==> src/cmcg_pkg.sv <==
// Shared types, constants and the control program of the color matrix coefficient generator.
// Holds the matrix and sine tables, control word layout and microcode ROM.
// No dependencies; used by cmcg_seq, cmcg_dp and color_matrix_coefficient_gen.
`timescale 1ns / 1ps

package cmcg_pkg;

  // configuration register indexes
  localparam logic [1:0] CFG_SATURATION = 2'd0;
  localparam logic [1:0] CFG_TINT       = 2'd1;
  localparam logic [1:0] CFG_SOURCE     = 2'd2;

  // scratch file: fixed operands, intermediate matrix elements, gain-stage base
  localparam int SCR_N  = 17;
  localparam int SCR_AW = $clog2(SCR_N);

  localparam logic [SCR_AW-1:0] SC_CON  = SCR_AW'(0);
  localparam logic [SCR_AW-1:0] SC_COS  = SCR_AW'(1);
  localparam logic [SCR_AW-1:0] SC_SIN  = SCR_AW'(2);
  localparam logic [SCR_AW-1:0] SC_NSIN = SCR_AW'(3);
  localparam logic [SCR_AW-1:0] SC_UV11 = SCR_AW'(4);
  localparam logic [SCR_AW-1:0] SC_UV12 = SCR_AW'(5);
  localparam logic [SCR_AW-1:0] SC_UV21 = SCR_AW'(6);
  localparam logic [SCR_AW-1:0] SC_ADJ  = SCR_AW'(7);
  localparam logic [SCR_AW-1:0] SC_BASE = SCR_AW'(16);

  // second multiplier operand codes
  localparam int BSEL_W = 5;
  localparam logic [BSEL_W-1:0] B_YUV   = BSEL_W'(0);
  localparam logic [BSEL_W-1:0] B_RGB   = BSEL_W'(9);
  localparam logic [BSEL_W-1:0] B_S5    = BSEL_W'(18);
  localparam logic [BSEL_W-1:0] B_GAIN0 = BSEL_W'(19);
  localparam logic [BSEL_W-1:0] B_GAIN1 = BSEL_W'(20);
  localparam logic [BSEL_W-1:0] B_GAIN2 = BSEL_W'(21);

  localparam logic [15:0] MAG_FLAG = 16'hF400;

  localparam int UC_AW = 6;

  typedef enum logic [1:0] {
    SEQ_NEXT = 2'd0,
    SEQ_LOAD = 2'd1,
    SEQ_END  = 2'd2
  } seq_op_t;

  typedef enum logic [1:0] {
    WB_NONE = 2'd0,
    WB_RND  = 2'd1,
    WB_BASE = 2'd2,
    WB_OUT  = 2'd3
  } wb_t;

  typedef struct packed {
    seq_op_t             seq;
    logic                mul;
    logic                first;
    wb_t                 wb;
    logic [SCR_AW-1:0]   a_sel;
    logic [BSEL_W-1:0]   b_sel;
    logic [SCR_AW-1:0]   dst;
    logic [1:0]          row;
    logic [1:0]          col;
    logic                last;
  } uc_word_t;

  // operands loaded into the datapath at the start of a run
  typedef struct packed {
    logic signed [15:0] con32;
    logic signed [15:0] cs;
    logic signed [15:0] sn;
    logic signed [15:0] nsn;
    logic signed [15:0] s5;
    logic [2:0][15:0]   gain16;
  } ld_t;

  localparam logic signed [15:0] YUV_M [9] = '{
    16'sh041B,  16'sh0810,  16'sh0191,
    -16'sh025F, -16'sh04A7, 16'sh0707,
    16'sh0707,  -16'sh05E2, -16'sh0124
  };

  localparam logic signed [15:0] RGB_M [9] = '{
    16'sh12A1, 16'sh0000,  16'sh1989,
    16'sh12A1, -16'sh0644, -16'sh0D01,
    16'sh12A1, 16'sh2046,  16'sh0000
  };

  localparam logic [12:0] QWAVE [65] = '{
    13'h0000,13'h0064,13'h00C9,13'h012D,13'h0191,13'h01F5,13'h0259,13'h02BC,
    13'h031F,13'h0381,13'h03E3,13'h0444,13'h04A5,13'h0505,13'h0564,13'h05C2,
    13'h061F,13'h067B,13'h06D7,13'h0731,13'h078A,13'h07E3,13'h083A,13'h088F,
    13'h08E3,13'h0937,13'h0988,13'h09D8,13'h0A26,13'h0A73,13'h0ABF,13'h0B08,
    13'h0B50,13'h0B97,13'h0BDB,13'h0C1E,13'h0C5E,13'h0C9D,13'h0CDA,13'h0D15,
    13'h0D4D,13'h0D85,13'h0DB9,13'h0DEC,13'h0E1C,13'h0E4B,13'h0E77,13'h0EA1,
    13'h0EC8,13'h0EEE,13'h0F10,13'h0F31,13'h0F4F,13'h0F6C,13'h0F85,13'h0F9C,
    13'h0FB1,13'h0FC4,13'h0FD4,13'h0FE1,13'h0FEC,13'h0FF5,13'h0FFB,13'h0FFE,
    13'h1000
  };

  function automatic logic signed [13:0] wave_sin(input logic [7:0] a);
    logic [6:0]         idx;
    logic signed [13:0] m;
    idx = a[6] ? (7'd64 - {1'b0, a[5:0]}) : {1'b0, a[5:0]};
    m   = $signed({1'b0, QWAVE[idx]});
    return a[7] ? -m : m;
  endfunction

  function automatic logic signed [15:0] b_const(input logic [BSEL_W-1:0] code);
    logic [BSEL_W-1:0] off;
    off = code - B_RGB;
    if (code < B_RGB) begin
      return YUV_M[code[3:0]];
    end else if (code < B_S5) begin
      return RGB_M[off[3:0]];
    end else begin
      return 16'sd0;
    end
  endfunction

  function automatic logic [SCR_AW-1:0] sc_adj(input int k, input int j);
    return SC_ADJ + SCR_AW'(3 * k + j);
  endfunction

  function automatic logic [BSEL_W-1:0] b_yuv(input int k, input int j);
    return B_YUV + BSEL_W'(3 * k + j);
  endfunction

  function automatic logic [BSEL_W-1:0] b_rgb(input int i, input int k);
    return B_RGB + BSEL_W'(3 * i + k);
  endfunction

  function automatic uc_word_t uc_mk(input seq_op_t seq, input logic mul, input logic first,
                                     input wb_t wb, input logic [SCR_AW-1:0] a,
                                     input logic [BSEL_W-1:0] b, input logic [SCR_AW-1:0] dst,
                                     input logic [1:0] row, input logic [1:0] col,
                                     input logic last);
    uc_word_t w;
    w.seq   = seq;
    w.mul   = mul;
    w.first = first;
    w.wb    = wb;
    w.a_sel = a;
    w.b_sel = b;
    w.dst   = dst;
    w.row   = row;
    w.col   = col;
    w.last  = last;
    return w;
  endfunction

  function automatic uc_word_t uc_nop();
    return uc_mk(SEQ_NEXT, 1'b0, 1'b0, WB_NONE, SC_CON, B_S5, SC_CON, 2'd0, 2'd0, 1'b0);
  endfunction

  function automatic uc_word_t uc_seq(input seq_op_t seq);
    return uc_mk(seq, 1'b0, 1'b0, WB_NONE, SC_CON, B_S5, SC_CON, 2'd0, 2'd0, 1'b0);
  endfunction

  function automatic uc_word_t uc_term(input logic [SCR_AW-1:0] a, input logic [BSEL_W-1:0] b,
                                       input logic first, input wb_t wb,
                                       input logic [SCR_AW-1:0] dst);
    return uc_mk(SEQ_NEXT, 1'b1, first, wb, a, b, dst, 2'd0, 2'd0, 1'b0);
  endfunction

  // one term of the output-matrix dot product: column j of the adjusted matrix, row i of RGB
  function automatic uc_word_t uc_res(input int i, input int j, input int k);
    if (k == 0) begin
      return uc_term(sc_adj(0, j), b_rgb(i, 0), 1'b1, WB_NONE, SC_BASE);
    end else if (k == 1) begin
      return uc_term(sc_adj(1, j), b_rgb(i, 1), 1'b0, WB_NONE, SC_BASE);
    end else begin
      return uc_term(sc_adj(2, j), b_rgb(i, 2), 1'b0, WB_BASE, SC_BASE);
    end
  endfunction

  // gain stage of one element: base times row gain, sent out
  function automatic uc_word_t uc_out(input int i, input int j);
    logic [BSEL_W-1:0] g;
    case (i)
      0:       g = B_GAIN0;
      1:       g = B_GAIN1;
      default: g = B_GAIN2;
    endcase
    return uc_mk(SEQ_NEXT, 1'b1, 1'b1, WB_OUT, SC_BASE, g, SC_BASE, 2'(i), 2'(j),
                 (i == 2) && (j == 2));
  endfunction

  // Control program. A written-back result passes the product, accumulator and write-back registers.
  function automatic uc_word_t ucode(input logic [UC_AW-1:0] step);
    case (step)
      6'd0:  return uc_seq(SEQ_LOAD);
      // hue rotation and saturation of the chroma rows
      6'd1:  return uc_term(SC_COS,  B_S5, 1'b1, WB_RND, SC_UV11);
      6'd2:  return uc_term(SC_SIN,  B_S5, 1'b1, WB_RND, SC_UV12);
      6'd3:  return uc_term(SC_NSIN, B_S5, 1'b1, WB_RND, SC_UV21);
      // luma row from contrast
      6'd4:  return uc_term(SC_CON, b_yuv(0, 0), 1'b1, WB_RND, sc_adj(0, 0));
      6'd5:  return uc_term(SC_CON, b_yuv(0, 1), 1'b1, WB_RND, sc_adj(0, 1));
      6'd6:  return uc_term(SC_CON, b_yuv(0, 2), 1'b1, WB_RND, sc_adj(0, 2));
      // chroma rows times the RGB-to-YUV matrix
      6'd7:  return uc_term(SC_UV11, b_yuv(1, 0), 1'b1, WB_NONE, SC_CON);
      6'd8:  return uc_term(SC_UV12, b_yuv(2, 0), 1'b0, WB_RND, sc_adj(1, 0));
      6'd9:  return uc_term(SC_UV11, b_yuv(1, 1), 1'b1, WB_NONE, SC_CON);
      6'd10: return uc_term(SC_UV12, b_yuv(2, 1), 1'b0, WB_RND, sc_adj(1, 1));
      6'd11: return uc_term(SC_UV11, b_yuv(1, 2), 1'b1, WB_NONE, SC_CON);
      6'd12: return uc_term(SC_UV12, b_yuv(2, 2), 1'b0, WB_RND, sc_adj(1, 2));
      6'd13: return uc_term(SC_UV21, b_yuv(1, 0), 1'b1, WB_NONE, SC_CON);
      6'd14: return uc_term(SC_UV11, b_yuv(2, 0), 1'b0, WB_RND, sc_adj(2, 0));
      6'd15: return uc_term(SC_UV21, b_yuv(1, 1), 1'b1, WB_NONE, SC_CON);
      6'd16: return uc_term(SC_UV11, b_yuv(2, 1), 1'b0, WB_RND, sc_adj(2, 1));
      6'd17: return uc_term(SC_UV21, b_yuv(1, 2), 1'b1, WB_NONE, SC_CON);
      6'd18: return uc_term(SC_UV11, b_yuv(2, 2), 1'b0, WB_RND, sc_adj(2, 2));
      // output matrix, each element after the first followed by the gain stage of the one before
      6'd19: return uc_res(0, 0, 0);
      6'd20: return uc_res(0, 0, 1);
      6'd21: return uc_res(0, 0, 2);
      6'd22: return uc_nop();
      6'd23: return uc_res(0, 1, 0);
      6'd24: return uc_res(0, 1, 1);
      6'd25: return uc_res(0, 1, 2);
      6'd26: return uc_out(0, 0);
      6'd27: return uc_res(0, 2, 0);
      6'd28: return uc_res(0, 2, 1);
      6'd29: return uc_res(0, 2, 2);
      6'd30: return uc_out(0, 1);
      6'd31: return uc_res(1, 0, 0);
      6'd32: return uc_res(1, 0, 1);
      6'd33: return uc_res(1, 0, 2);
      6'd34: return uc_out(0, 2);
      6'd35: return uc_res(1, 1, 0);
      6'd36: return uc_res(1, 1, 1);
      6'd37: return uc_res(1, 1, 2);
      6'd38: return uc_out(1, 0);
      6'd39: return uc_res(1, 2, 0);
      6'd40: return uc_res(1, 2, 1);
      6'd41: return uc_res(1, 2, 2);
      6'd42: return uc_out(1, 1);
      6'd43: return uc_res(2, 0, 0);
      6'd44: return uc_res(2, 0, 1);
      6'd45: return uc_res(2, 0, 2);
      6'd46: return uc_out(1, 2);
      6'd47: return uc_res(2, 1, 0);
      6'd48: return uc_res(2, 1, 1);
      6'd49: return uc_res(2, 1, 2);
      6'd50: return uc_out(2, 0);
      6'd51: return uc_res(2, 2, 0);
      6'd52: return uc_res(2, 2, 1);
      6'd53: return uc_res(2, 2, 2);
      6'd54: return uc_out(2, 1);
      6'd55: return uc_nop();
      6'd56: return uc_out(2, 2);
      6'd57: return uc_nop();
      6'd58: return uc_seq(SEQ_END);
      default: return uc_seq(SEQ_END);
    endcase
  endfunction

endpackage

==> src/cmcg_seq.sv <==
// Microcode sequencer: step counter over the control program ROM.
// Depends on cmcg_pkg for the control word type and program.
`timescale 1ns / 1ps

module cmcg_seq (
  input  logic                clk,
  input  logic                rst_n,
  input  logic                start,
  input  logic                stall,
  output logic                ready,
  output cmcg_pkg::uc_word_t  ctrl
);

  typedef enum logic [1:0] {
    SQ_IDLE = 2'b01,
    SQ_RUN  = 2'b10
  } sq_state_t;

  sq_state_t                    state_r, state_nxt;
  logic [cmcg_pkg::UC_AW-1:0]   step_r, step_nxt;
  cmcg_pkg::uc_word_t           uc;

  always_comb begin
    uc    = cmcg_pkg::ucode(step_r);
    ctrl  = (state_r == SQ_RUN) ? uc : cmcg_pkg::uc_nop();
    ready = (state_r == SQ_IDLE);
  end

  always_comb begin
    state_nxt = state_r;
    step_nxt  = step_r;
    case (state_r)
      SQ_IDLE: begin
        if (start) begin
          state_nxt = SQ_RUN;
          step_nxt  = '0;
        end
      end
      SQ_RUN: begin
        // hold the step while the output register blocks the gain stage
        if (!stall) begin
          if (uc.seq == cmcg_pkg::SEQ_END) begin
            state_nxt = SQ_IDLE;
            step_nxt  = '0;
          end else begin
            step_nxt = step_r + cmcg_pkg::UC_AW'(1);
          end
        end
      end
      default: begin
        state_nxt = SQ_IDLE;
        step_nxt  = '0;
      end
    endcase
  end

  always_ff @(posedge clk) begin
    if (!rst_n) begin
      state_r <= SQ_IDLE;
      step_r  <= '0;
    end else begin
      state_r <= state_nxt;
      step_r  <= step_nxt;
    end
  end

endmodule

==> src/cmcg_dp.sv <==
// Datapath: scratch file, shared 16x16 multiplier, accumulator, rounding and output word.
// Driven by control words from cmcg_seq; depends on cmcg_pkg.
`timescale 1ns / 1ps

module cmcg_dp (
  input  logic                clk,
  input  logic                rst_n,
  input  cmcg_pkg::uc_word_t  ctrl,
  input  cmcg_pkg::ld_t       ld,
  input  logic                out_tready,
  output logic                stall,
  output logic                out_tvalid,
  output logic [15:0]         out_tdata,   // coefficient
  output logic [3:0]          out_tuser,   // [1:0] row, [3:2] column
  output logic                out_tlast
);

  typedef struct packed {
    logic                          mul;
    logic                          first;
    cmcg_pkg::wb_t                 wb;
    logic [cmcg_pkg::SCR_AW-1:0]   dst;
    logic [1:0]                    row;
    logic [1:0]                    col;
    logic                          last;
  } pipe_t;

  logic signed [15:0] scr_r [cmcg_pkg::SCR_N];
  logic signed [15:0] s5_r;
  logic [2:0][15:0]   gain_r;

  logic signed [15:0] a_op, b_op;
  logic signed [31:0] prod, p_r;
  logic signed [33:0] acc_r, acc_nxt, rnd_sum;
  logic signed [21:0] rnd, nrnd;
  logic [15:0]        r16, b16, base16, word;
  logic               en;
  pipe_t              s2_r, s2_nxt, s3_r;

  logic               out_valid_r;
  logic [15:0]        out_word_r;
  logic [1:0]         out_row_r, out_col_r;
  logic               out_last_r;

  always_comb begin
    a_op = scr_r[ctrl.a_sel];
    case (ctrl.b_sel)
      cmcg_pkg::B_S5:    b_op = s5_r;
      cmcg_pkg::B_GAIN0: b_op = $signed(gain_r[0]);
      cmcg_pkg::B_GAIN1: b_op = $signed(gain_r[1]);
      cmcg_pkg::B_GAIN2: b_op = $signed(gain_r[2]);
      default:           b_op = cmcg_pkg::b_const(ctrl.b_sel);
    endcase
    prod = a_op * b_op;

    s2_nxt.mul   = ctrl.mul;
    s2_nxt.first = ctrl.first;
    s2_nxt.wb    = ctrl.mul ? ctrl.wb : cmcg_pkg::WB_NONE;
    s2_nxt.dst   = ctrl.dst;
    s2_nxt.row   = ctrl.row;
    s2_nxt.col   = ctrl.col;
    s2_nxt.last  = ctrl.last;

    if (!s2_r.mul) begin
      acc_nxt = acc_r;
    end else if (s2_r.first) begin
      acc_nxt = 34'(p_r);
    end else begin
      acc_nxt = acc_r + 34'(p_r);
    end

    // round: add half, floor-shift by 12
    rnd_sum = acc_r + 34'sd2048;
    rnd     = rnd_sum[33:12];
    nrnd    = -rnd;
    r16     = rnd[15:0];
    b16     = r16 + 16'd8;
    base16  = {{4{b16[15]}}, b16[15:4]};
    word    = rnd[21] ? (nrnd[15:0] | cmcg_pkg::MAG_FLAG) : rnd[15:0];

    // freeze everything while a finished word waits on the output and the next one would replace it
    stall = (s3_r.wb == cmcg_pkg::WB_OUT) && out_valid_r && !out_tready;
    en    = !stall;
  end

  always_ff @(posedge clk) begin
    if (en) begin
      p_r   <= prod;
      acc_r <= acc_nxt;
      if (ctrl.seq == cmcg_pkg::SEQ_LOAD) begin
        scr_r[cmcg_pkg::SC_CON]  <= ld.con32;
        scr_r[cmcg_pkg::SC_COS]  <= ld.cs;
        scr_r[cmcg_pkg::SC_SIN]  <= ld.sn;
        scr_r[cmcg_pkg::SC_NSIN] <= ld.nsn;
        s5_r                     <= ld.s5;
        gain_r                   <= ld.gain16;
      end
      case (s3_r.wb)
        cmcg_pkg::WB_RND:  scr_r[s3_r.dst] <= r16;
        cmcg_pkg::WB_BASE: scr_r[s3_r.dst] <= base16;
        default: begin
        end
      endcase
      if (s3_r.wb == cmcg_pkg::WB_OUT) begin
        out_word_r <= word;
        out_row_r  <= s3_r.row;
        out_col_r  <= s3_r.col;
        out_last_r <= s3_r.last;
      end
    end
  end

  always_ff @(posedge clk) begin
    if (!rst_n) begin
      s2_r        <= '0;
      s3_r        <= '0;
      out_valid_r <= 1'b0;
    end else begin
      if (en) begin
        s2_r <= s2_nxt;
        s3_r <= s2_r;
      end
      if (en && (s3_r.wb == cmcg_pkg::WB_OUT)) begin
        out_valid_r <= 1'b1;
      end else if (out_tready) begin
        out_valid_r <= 1'b0;
      end
    end
  end

  assign out_tvalid = out_valid_r;
  assign out_tdata  = out_word_r;
  assign out_tuser  = {out_col_r, out_row_r};
  assign out_tlast  = out_last_r;

endmodule

==> src/color_matrix_coefficient_gen.sv <==
// Top level of the color matrix coefficient generator: configuration registers,
// saturation and hue preparation, input capture. Uses cmcg_pkg, cmcg_seq and cmcg_dp.
//
//   channel  direction  handshake              payload
//   in_      slave      in_tvalid/in_tready    tdata: contrast, red, green, blue gain
//   out_     master     out_tvalid/out_tready  tdata: coefficient; tuser: row, column;
//                                              tlast: ninth word
//   cfg_     slave      cfg_valid/cfg_ready    cfg_index, cfg_data
//
// One item gives nine words after a 59-step control program; in_tready rises again only
// once the sequencer is back in idle, so no new item is taken while one is in progress.
// The run length is set by the single shared 16x16 multiplier issuing at most one product
// per step (54 products) unless stalled, and by the multiply, accumulate, write-back
// pipeline.
// rst_n is synchronous; registers reset to saturation 50, tint 50, source 0.
// With the next word due, a stalled output word freezes datapath and sequencer until taken.
`timescale 1ns / 1ps

module color_matrix_coefficient_gen (
  input  logic        clk,
  input  logic        rst_n,
  input  logic        in_tvalid,
  output logic        in_tready,
  input  logic [31:0] in_tdata,    // [7:0] contrast, [15:8] red_gain, [23:16] green_gain,
                                   // [31:24] blue_gain
  output logic        out_tvalid,
  input  logic        out_tready,
  output logic [15:0] out_tdata,   // [15:0] coefficient
  output logic [3:0]  out_tuser,   // [1:0] row, [3:2] column
  output logic        out_tlast,
  input  logic        cfg_valid,
  output logic        cfg_ready,
  input  logic [1:0]  cfg_index,
  input  logic [6:0]  cfg_data
);

  localparam logic [2:0] SRC_FIXED_MIN  = 3'd3;
  localparam logic [8:0] FIXED_SAT      = 9'd220;
  localparam logic [6:0] SAT_RESET      = 7'd50;
  localparam logic [6:0] TINT_RESET     = 7'd50;

  // x / 100 for x below 2^15: reciprocal 5243 / 2^19 is exact over this range
  function automatic logic [8:0] div100(input logic [14:0] x);
    logic [27:0] p;
    p = 28'(x) * 28'd5243;
    return p[27:19];
  endfunction

  logic [6:0]  sat_r, tint_r;
  logic [2:0]  src_r;
  logic [8:0]  ss_r, ss_nxt;
  logic [7:0]  hh_r, hh_nxt;
  logic [8:0]  tint_q;
  logic [7:0]  con_r;
  logic [2:0][7:0] gbyte_r;

  logic        in_acc, seq_ready, stall;
  logic [10:0] c5;
  logic [8:0]  gain9 [3];
  cmcg_pkg::ld_t      ld;
  cmcg_pkg::uc_word_t ctrl;

  // take no word while reset is held
  assign cfg_ready = rst_n;
  assign in_tready = seq_ready && rst_n;
  assign in_acc    = in_tvalid && in_tready;

  always_ff @(posedge clk) begin
    if (!rst_n) begin
      sat_r  <= SAT_RESET;
      tint_r <= TINT_RESET;
      src_r  <= '0;
    end else if (cfg_valid) begin
      case (cfg_index)
        cmcg_pkg::CFG_SATURATION: sat_r  <= cfg_data;
        cmcg_pkg::CFG_TINT:       tint_r <= cfg_data;
        cmcg_pkg::CFG_SOURCE:     src_r  <= cfg_data[2:0];
        default: begin
        end
      endcase
    end
  end

  always_comb begin
    tint_q = div100({tint_r, 8'd0} + 15'd50);
    if (src_r < SRC_FIXED_MIN) begin
      ss_nxt = div100({sat_r, 8'd0} + 15'd50);
      hh_nxt = tint_q[7:0] ^ 8'h80;   // subtract 128 modulo 256
    end else begin
      ss_nxt = FIXED_SAT;
      hh_nxt = 8'd0;
    end
  end

  always_ff @(posedge clk) begin
    ss_r <= ss_nxt;
    hh_r <= hh_nxt;
    if (in_acc) begin
      con_r      <= in_tdata[7:0];
      gbyte_r[0] <= in_tdata[15:8];
      gbyte_r[1] <= in_tdata[23:16];
      gbyte_r[2] <= in_tdata[31:24];
    end
  end

  always_comb begin
    c5       = 11'(con_r) * 11'd5;
    ld.con32 = $signed({1'b0, c5[10:1], 5'd0});
    ld.s5    = $signed({2'b0, ss_r, 5'd0});
    ld.cs    = 16'(cmcg_pkg::wave_sin(hh_r + 8'd64));
    ld.sn    = 16'(cmcg_pkg::wave_sin(hh_r));
    ld.nsn   = -ld.sn;
    for (int i = 0; i < 3; i++) begin
      gain9[i]     = {1'b0, gbyte_r[i]} + 9'd128;
      ld.gain16[i] = {3'b0, gain9[i], 4'd0};
    end
  end

  cmcg_seq u_seq (
    .clk   (clk),
    .rst_n (rst_n),
    .start (in_acc),
    .stall (stall),
    .ready (seq_ready),
    .ctrl  (ctrl)
  );

  cmcg_dp u_dp (
    .clk        (clk),
    .rst_n      (rst_n),
    .ctrl       (ctrl),
    .ld         (ld),
    .out_tready (out_tready),
    .stall      (stall),
    .out_tvalid (out_tvalid),
    .out_tdata  (out_tdata),
    .out_tuser  (out_tuser),
    .out_tlast  (out_tlast)
  );

endmodule

==> config.mk <==
export PLATFORM = sky130hd
export DESIGN_NAME = color_matrix_coefficient_gen
export DESIGN_NICKNAME = d
export VERILOG_FILES = /design/src/cmcg_pkg.sv /design/src/cmcg_seq.sv /design/src/cmcg_dp.sv /design/src/color_matrix_coefficient_gen.sv
export SDC_FILE = /design/constraint.sdc
export NUM_CORES = 2
export LEC_CHECK = 0
export BUFFER_PORTS_ARGS = -buffer_cell sky130_fd_sc_hd__buf_2
export CAP_MARGIN = 20
export CORE_UTILIZATION = 54
export DETAILED_ROUTE_END_ITERATION = 10
export PLACE_DENSITY = 0.72
export SLEW_MARGIN = 20
export SYNTH_ARGS = -nofsm -noshare
export SYNTH_HDL_FRONTEND = slang
export SYNTH_SLANG_ARGS = --single-unit
export TNS_END_PERCENT = 50
==> constraint.sdc <==
create_clock -name clk -period 10.5 [get_ports clk]
set_input_delay 1.575 -clock clk [delete_from_list [all_inputs] [get_ports clk]]
set_output_delay 1.575 -clock clk [all_outputs]
set_load 0.01 [all_outputs]
* After elaboration in Yosys (flattened, before gate mapping) *
Memory sizes are Yosys's and may differ from the RTL's. A register that Yosys moved wholly into a read port is not among the register bits.
Cells that the tools add are included.

storage, ports and cells
  bits of input ports = 46
  memories = 6
  register bits after elaboration = 224
  bits in read-only memories = 5504
  word-level logic and storage cells = 150
  bits in writable memories = 272
  output and inout bits = 24

memories
  name             depth  bits a word  read ports  clocked after memory_dff  write ports  RTL line         RTL
  (no name shown)  128    13           1           0                         0            cmcg_pkg.sv:104  m = $signed({1'b0, QWAVE[idx]});
  (no name shown)  128    13           1           0                         0            cmcg_pkg.sv:104
  (no name shown)  64     26           1           1                         0            cmcg_pkg.sv:190  case (step)
  u_dp.scr_r       17     16           1           0                         5            cmcg_dp.sv:28    logic signed [15:0] scr_r [cmcg_pkg::SCR_N];
  (no name shown)  16     16           1           0                         0            cmcg_pkg.sv:112  return YUV_M[code[3:0]];
  (no name shown)  16     16           1           0                         0            cmcg_pkg.sv:114  return RGB_M[off[3:0]];

cells by class
  $lt $le $gt $ge = 7
  bitwise gates (word level) = 7
  $mul = 4
  reductions and logical operators = 17
  multiplexer cells = 41
  add/subtract/negate cells = 17
  eq/ne operators = 16

operators by type and width
  cell                                                                    number
  16-bit two-way mux                                                      7
  16-bit one-hot mux with 4 select lines                                  1
  13-bit two-way mux                                                      4
  34-bit by 13-bit adder with 34-bit output (second input constant)       1
  34-bit by 32-bit adder with 34-bit output                               1
  34-bit two-way mux                                                      1
  16-bit by 16-bit multiplier with 32-bit output                          1
  15-bit by 6-bit adder with 15-bit output (second input constant)        2
  6-bit two-way mux                                                       5
  15-bit by 13-bit multiplier with 28-bit output (second input constant)  1
  14-bit two-way mux                                                      2
  13-bit negation with 14-bit output                                      2
  8-bit by 8-bit adder with 9-bit output (second input constant)          3
  15-bit by 13-bit multiplier with 27-bit output (second input constant)  1
  26-bit two-way mux                                                      1
  5-bit == test (second input constant)                                   4
  16-bit by 4-bit adder with 16-bit output (second input constant)        1
  8-bit greater-or-equal comparator (second input constant)               2
  14-bit negation with 16-bit output                                      1
  7-bit NOT with 8-bit output                                             2
  7-bit two-way mux                                                       2
  2-bit AND reduction                                                     7
  7-bit by 6-bit subtractor with 7-bit output (first input constant)      2
  12-bit two-way mux                                                      1
  other kinds (24)                                                        54

* Logic depth before layout (Yosys ltp) *
  depth after elaboration = 11
  depth in mapped cells = 38

* Cells and area by module *
A second synthesis with hierarchy kept.

unflattened totals
  cells, all modules = 4284
  area total of the unflattened synthesis = 45710.1 µm²

modules (own cells, without submodules)
  module                        seq. area each (µm²)  area each (µm²)  instances  cells an instance
  cmcg_dp                       14684.1               32608.8          1          2714
  color_matrix_coefficient_gen  1641.6                10513.8          1          1239
  cmcg_seq                      680.7                 2587.5           1          331

* Worst setup path before layout *
Ideal clock, no wire load.

  path type = reg-to-reg
  from = reg u_seq.state_r[1]
  to = reg u_dp.p_r[31], data pin
  required time = 10240 ps
  library setup time = 260 ps
  buffers on the path = 4
  slack = 1800 ps
  arrival = 8440 ps
  stages on the path, launching flop included = 32
  cell sequence = dfxtp_1 nor2b_1 clkbuf_1 nand2_1 ha_1 and3_1 and2_1 clkbuf_1 or4_1 clkbuf_1 or3_1 clkbuf_1 nor2_1 inv_1 fa_1 inv_1 fa_1 fa_1 fa_1 fa_1 inv_1 fa_1 inv_1 ha_1 a21oi_1 nand2_1 nor3_1 o31ai_1 o311ai_0 nand2b_1 a21oi_1 xnor2_1

between the ends
  longest elaborated chain between the ends = 11

ends and longest elaborated chain
  item                                                   RTL line         RTL
  start, declared                                        cmcg_seq.sv:19   sq_state_t state_r, state_nxt;
  start signal, assigned                                 cmcg_seq.sv:62   state_r <= state_nxt;
  2-bit == test *                                        cmcg_seq.sv:25   ctrl = (state_r == SQ_RUN) ? uc : cmcg_pkg::uc_nop();
  26-bit two-way mux *                                   cmcg_seq.sv:25
  4-bit subtractor                                       cmcg_pkg.sv:110  off = code - B_RGB;
  4-bit NOT with 5-bit output (implied by the code)      cmcg_pkg.sv:114
  memory read 16 x 16 bit                                n/a
  16-bit two-way mux (implied by the code) (2 in a row)  cmcg_pkg.sv:114
  16-bit two-way mux                                     cmcg_pkg.sv:113  end else if (code < B_S5) begin
  16-bit two-way mux                                     cmcg_pkg.sv:111  if (code < B_RGB) begin
  16-bit one-hot mux with 4 select lines                 cmcg_dp.sv:47    case (ctrl.b_sel)
  16-bit by 16-bit multiplier with 32-bit output *       cmcg_dp.sv:54    prod = a_op * b_op;
  named net u_dp.prod[31]                                cmcg_dp.sv:33    logic signed [31:0] prod, p_r;
  end signal, assigned                                   cmcg_dp.sv:88    p_r <= prod;
  end, declared                                          cmcg_dp.sv:33

The timed path passes the listed nets; every way through them passes the cells marked *. The select of a mux whose other input is x is not followed.
A chain may end at the register's enable or synchronous reset.

* Final worst setup path *
  from = reg u_seq.state_r[1]
  to = reg u_dp.p_r[30], data pin

Same word-level chain as after synthesis.

==> summary.txt <==
GRT
  – Vias in the first global route: 32200
  – Largest net degree at the start of global routing: 97
  – Met2 usage: 43.2%
  – Global routing usage on met1: 38.9%
  – All-Layer GR Usage: 27.0%
  – Grt total ovfl: 0
  – Global-route wire length before repair: 177000 um
  – GRT busiest layer: met2
  – Initial antenna violation count: 2
  – M3 GR Usage: 3.37%

Clock tree
  – Clock sinks: 570
  – CTS tree: built
  – Register clock-pin slew on the reported worst setup and hold paths: 0.09 ns
  – Skew-Pair Late Insertion Delay: 0.67 ns
  – Max clock buf depth: 3
  – Post-CTS Setup Inserts: 0
  – Num CTS Buffers: 59
  – Resized cells post-CTS: 0
  – Root Buffer Master: clkbuf_16
  – H-Tree Depth: 2
  – Cts hold-fix bufs: 0

STA
  – Period minus WS final: 9.63 ns
  – Worst hold slack: 0.354 ns
  – Crit share post-route: 91.7%
  – Clock skew: 0.0686 ns
  – Fmax: 104 MHz
  – Max-slew headroom: 19.5%
  – Final Hold Vio Count: 0
  – Final setup TNS: 0 ns
  – Final setup fails: 0
  – Final Max Slew Viols: 0
  – Worst Max-Slew Pin Slew: 1.21 ns
  – RSZ-0062 raised after global routing: no

Pwr
  – P_int: 6.03 mW
  – Combinational power share: 52.6%
  – Clock network fraction of design power: 19.9%
  – P_leak: 19.5 nW
  – Switch share: 41.8%
  – Max VDD drop: 210 uV
  – Sequential Power Share: 27.5%
  – Cell Pwr Density: 219 nW/um^2
  – P_sw: 4.34 mW

Route
  – Post-route ant nets: 0
  – DR iter-0 viols: 3348
  – DR vias/cell: 6.02
  – Final WL: 111000 um
  – DR WL/cell: 20.3 um
  – Post-route DRC: 0
  – Vias: 32800
  – Pre-Repair DR Iteration Count: 6

Setup path
  – CP max-delay cell: o21ai_1
  – Crit. Startpoint: u_seq.state_r[1]
  – Reg2Reg Setup Slack: 0.87 ns
  – Worst path required time: 10.90 ns
  – Crit Path Max Fanout: 15
  – Critical path class: register to register
  – R2R Path End: u_dp.p_r[30]
  – Most frequent CP cell: fa_1
  – End of the critical path: u_dp.p_r[30]
  – Worst setup SP type: register
  – FF-to-FF Start: u_seq.state_r[1]
  – Critical path arrival: 10.03 ns
  – Reg2Reg Depth: 30
  – CP Capture Type: register
  – Slowest stage delay, CP: 0.93 ns

Floorplanning
  – DIE AREA: 82600 sq um
  – I/O pin cnt: 70
  – Total core area: 80500 sq um
  – Die width: 287 um
  – Initial Util: 54.6%
  – Die H: 287 um
  – # rows: 104

Final layout
  – Layout fillers: 6650
  – # nets final: 5023
  – Layout cells sized above 1: 9.67%
  – Area Growth Syn to Fin: 7.42%
  – Seq. cell area: 16200 sq um
  – Footprint of the multi-input gates: 24900 sq um
  – Final cell count without fillers: 5458

Yosys
  – Syn Nets: 5045
  – Sequential share of the synthesized area: 36.8%
  – Post-synth cell types: 105
  – Number of synthesized flops with an enable pin: 475
  – Ys flop type: edfxtp_1
  – Synth Cell Area: 44000 sq um
  – Seq cells post-synth: 570
  – Synth Area per Inst: 10.0 sq um
  – Cells after Synth: 4379
  – Async SR Flop Fraction: 0%
  – Synth warn: 0

Place
  – RD Place Congestion: 0.933
  – Placed cells: 5356
  – Number of port buffers: 69
  – Final HPWL from detailed placement: 79200 um

Run status
  – Status: finished clean

Flow run
  – MaxCap Viol Count: 0

Min path
  – HP Class: register to register
[worst max-delay path: cells and delay by family (launching register included)]
| kind | cells | cell delay (ns) |
|---|---|---|
| adders and majority gates | 8 | 3.78 |
| buffers and inverters | 5 | 0.52 |
| and+or+nand+nor | 9 | 2.31 |
| AOI/OAI and AO/OA | 7 | 2.34 |
| DFF | 1 | 0.34 |
| xor gates and xnor gates | 1 | 0.12 |
[state kept, by name (all words and copies together), names as in the netlist, 7 cells and up]
| name | cells |
|---|---|
| u_dp.acc_r | 34 |
| u_dp.s3_r | 12 |
| u_dp.p_r | 32 |
| ss_r | 9 |
| hh_r | 8 |
| u_dp.gain_r | 27 |
| u_dp.out_tdata | 16 |
| u_dp.s5_r | 9 |
| u_dp.scr_r | 320 |
| tint_r | 7 |
| u_seq.uc | 26 |
| con_r | 8 |
| u_dp.s2_r | 14 |
| sat_r | 7 |
| gbyte_r | 24 |
[cell type report]
class	instances	area share, %
Timing Repair Buffer	153	2.12
Clock buffer	75	3.32
Clock inverter	26	0.689
Sequential cell	570	34.2
Multi-Input combinational cell	3045	52.6
Antenna cell	1	0.00530
Tap cell	1060	2.81
Inverter	528	4.20
[routing by layer]
metal / part of all wire (%) / vias to the layer above
met2: 46 / 1411
met4: 2.1 / 0
met1: 43 / 16000
met5: 0 / -
li1: - / 15200
met3: 8.3 / 160
[logic make-up after synthesis]
group / synth area share, %
AO/OA/AOI/OAI: 14.1
flip-flops: 36.8
AND/OR/NAND/NOR: 14.1
buffers and inverters: 6.84
multiplexers: 1.39
adder cells (fa/ha/maj): 23.1
XOR/XNOR: 3.65
[worst min-delay path by stage]
stage                        from       endpoint  slack [ns]  depth (start not counted)
after floorplan           ss_r[5]  u_dp.s5_r[10]        0.39                          0
after global placement    ss_r[2]   u_dp.s5_r[7]        0.39                          0
after detailed placement  ss_r[1]   u_dp.s5_r[6]        0.39                          0
after CTS                 ss_r[8]  u_dp.s5_r[13]        0.36                          0
after global routing      ss_r[8]  u_dp.s5_r[13]        0.37                          0
final                     ss_r[8]  u_dp.s5_r[13]        0.35                          0
[layout by cell type, fill, tap and decap left out, types with 92 or more instances in the layout]
cell type,n
ha_1,301
edfxtp_1,475
dfxtp_1,92
or2_2,115
nand2_1,367
nor2_1,321
nand3_1,143
o21ai_0,173
fa_1,319
inv_1,519
a21oi_1,177
xnor2_1,118
[power by group through the flow]
stage | registers, mW | clock network (mW) | logic, mW
2_1_floorplan | 2.84 | 0 | 4.25
3_5_place_dp | 2.90 | 0 | 5.31
5_1_grt | 2.86 | 2.17 | 6.03
3_3_place_gp | 2.89 | 0 | 5.25
4_1_cts | 2.85 | 2.09 | 5.34
6_report | 2.85 | 2.07 | 5.45
[cells in the mapped netlist, types with 95 or more instances]
| cell type | n | area, sq um |
|---|---|---|
| inv_1 | 520 | 1950 |
| edfxtp_1 | 475 | 14300 |
| nand2_1 | 370 | 1390 |
| nor2_1 | 322 | 1210 |
| fa_1 | 319 | 6390 |
| ha_1 | 301 | 3770 |
| a21oi_1 | 177 | 886 |
| clkbuf_1 | 177 | 664 |
| o21ai_0 | 176 | 881 |
| nand3_1 | 143 | 716 |
| xnor2_1 | 119 | 1040 |
| or2_2 | 115 | 719 |
| dfxtp_1 | 95 | 1900 |
[stage by stage]
| step | utilization, % | total power [mW] | setup WS, ns | cell area, sq um |
|---|---|---|---|---|
| 2_1_floorplan | - | 7.09 | 1.80 | 44000 |
| 3_3_place_gp | 56.3 | 8.14 | 1.21 | 45300 |
| 3_5_place_dp | 56.3 | 8.20 | 1.02 | 45300 |
| 4_1_cts | 58.6 | 10.3 | 1.00 | 47200 |
| 5_1_grt | 58.6 | 11.1 | 0.427 | 47200 |
| 6_report | 58.7 | 10.4 | 0.869 | 47200 |
(Power assumes the default switching activity.)
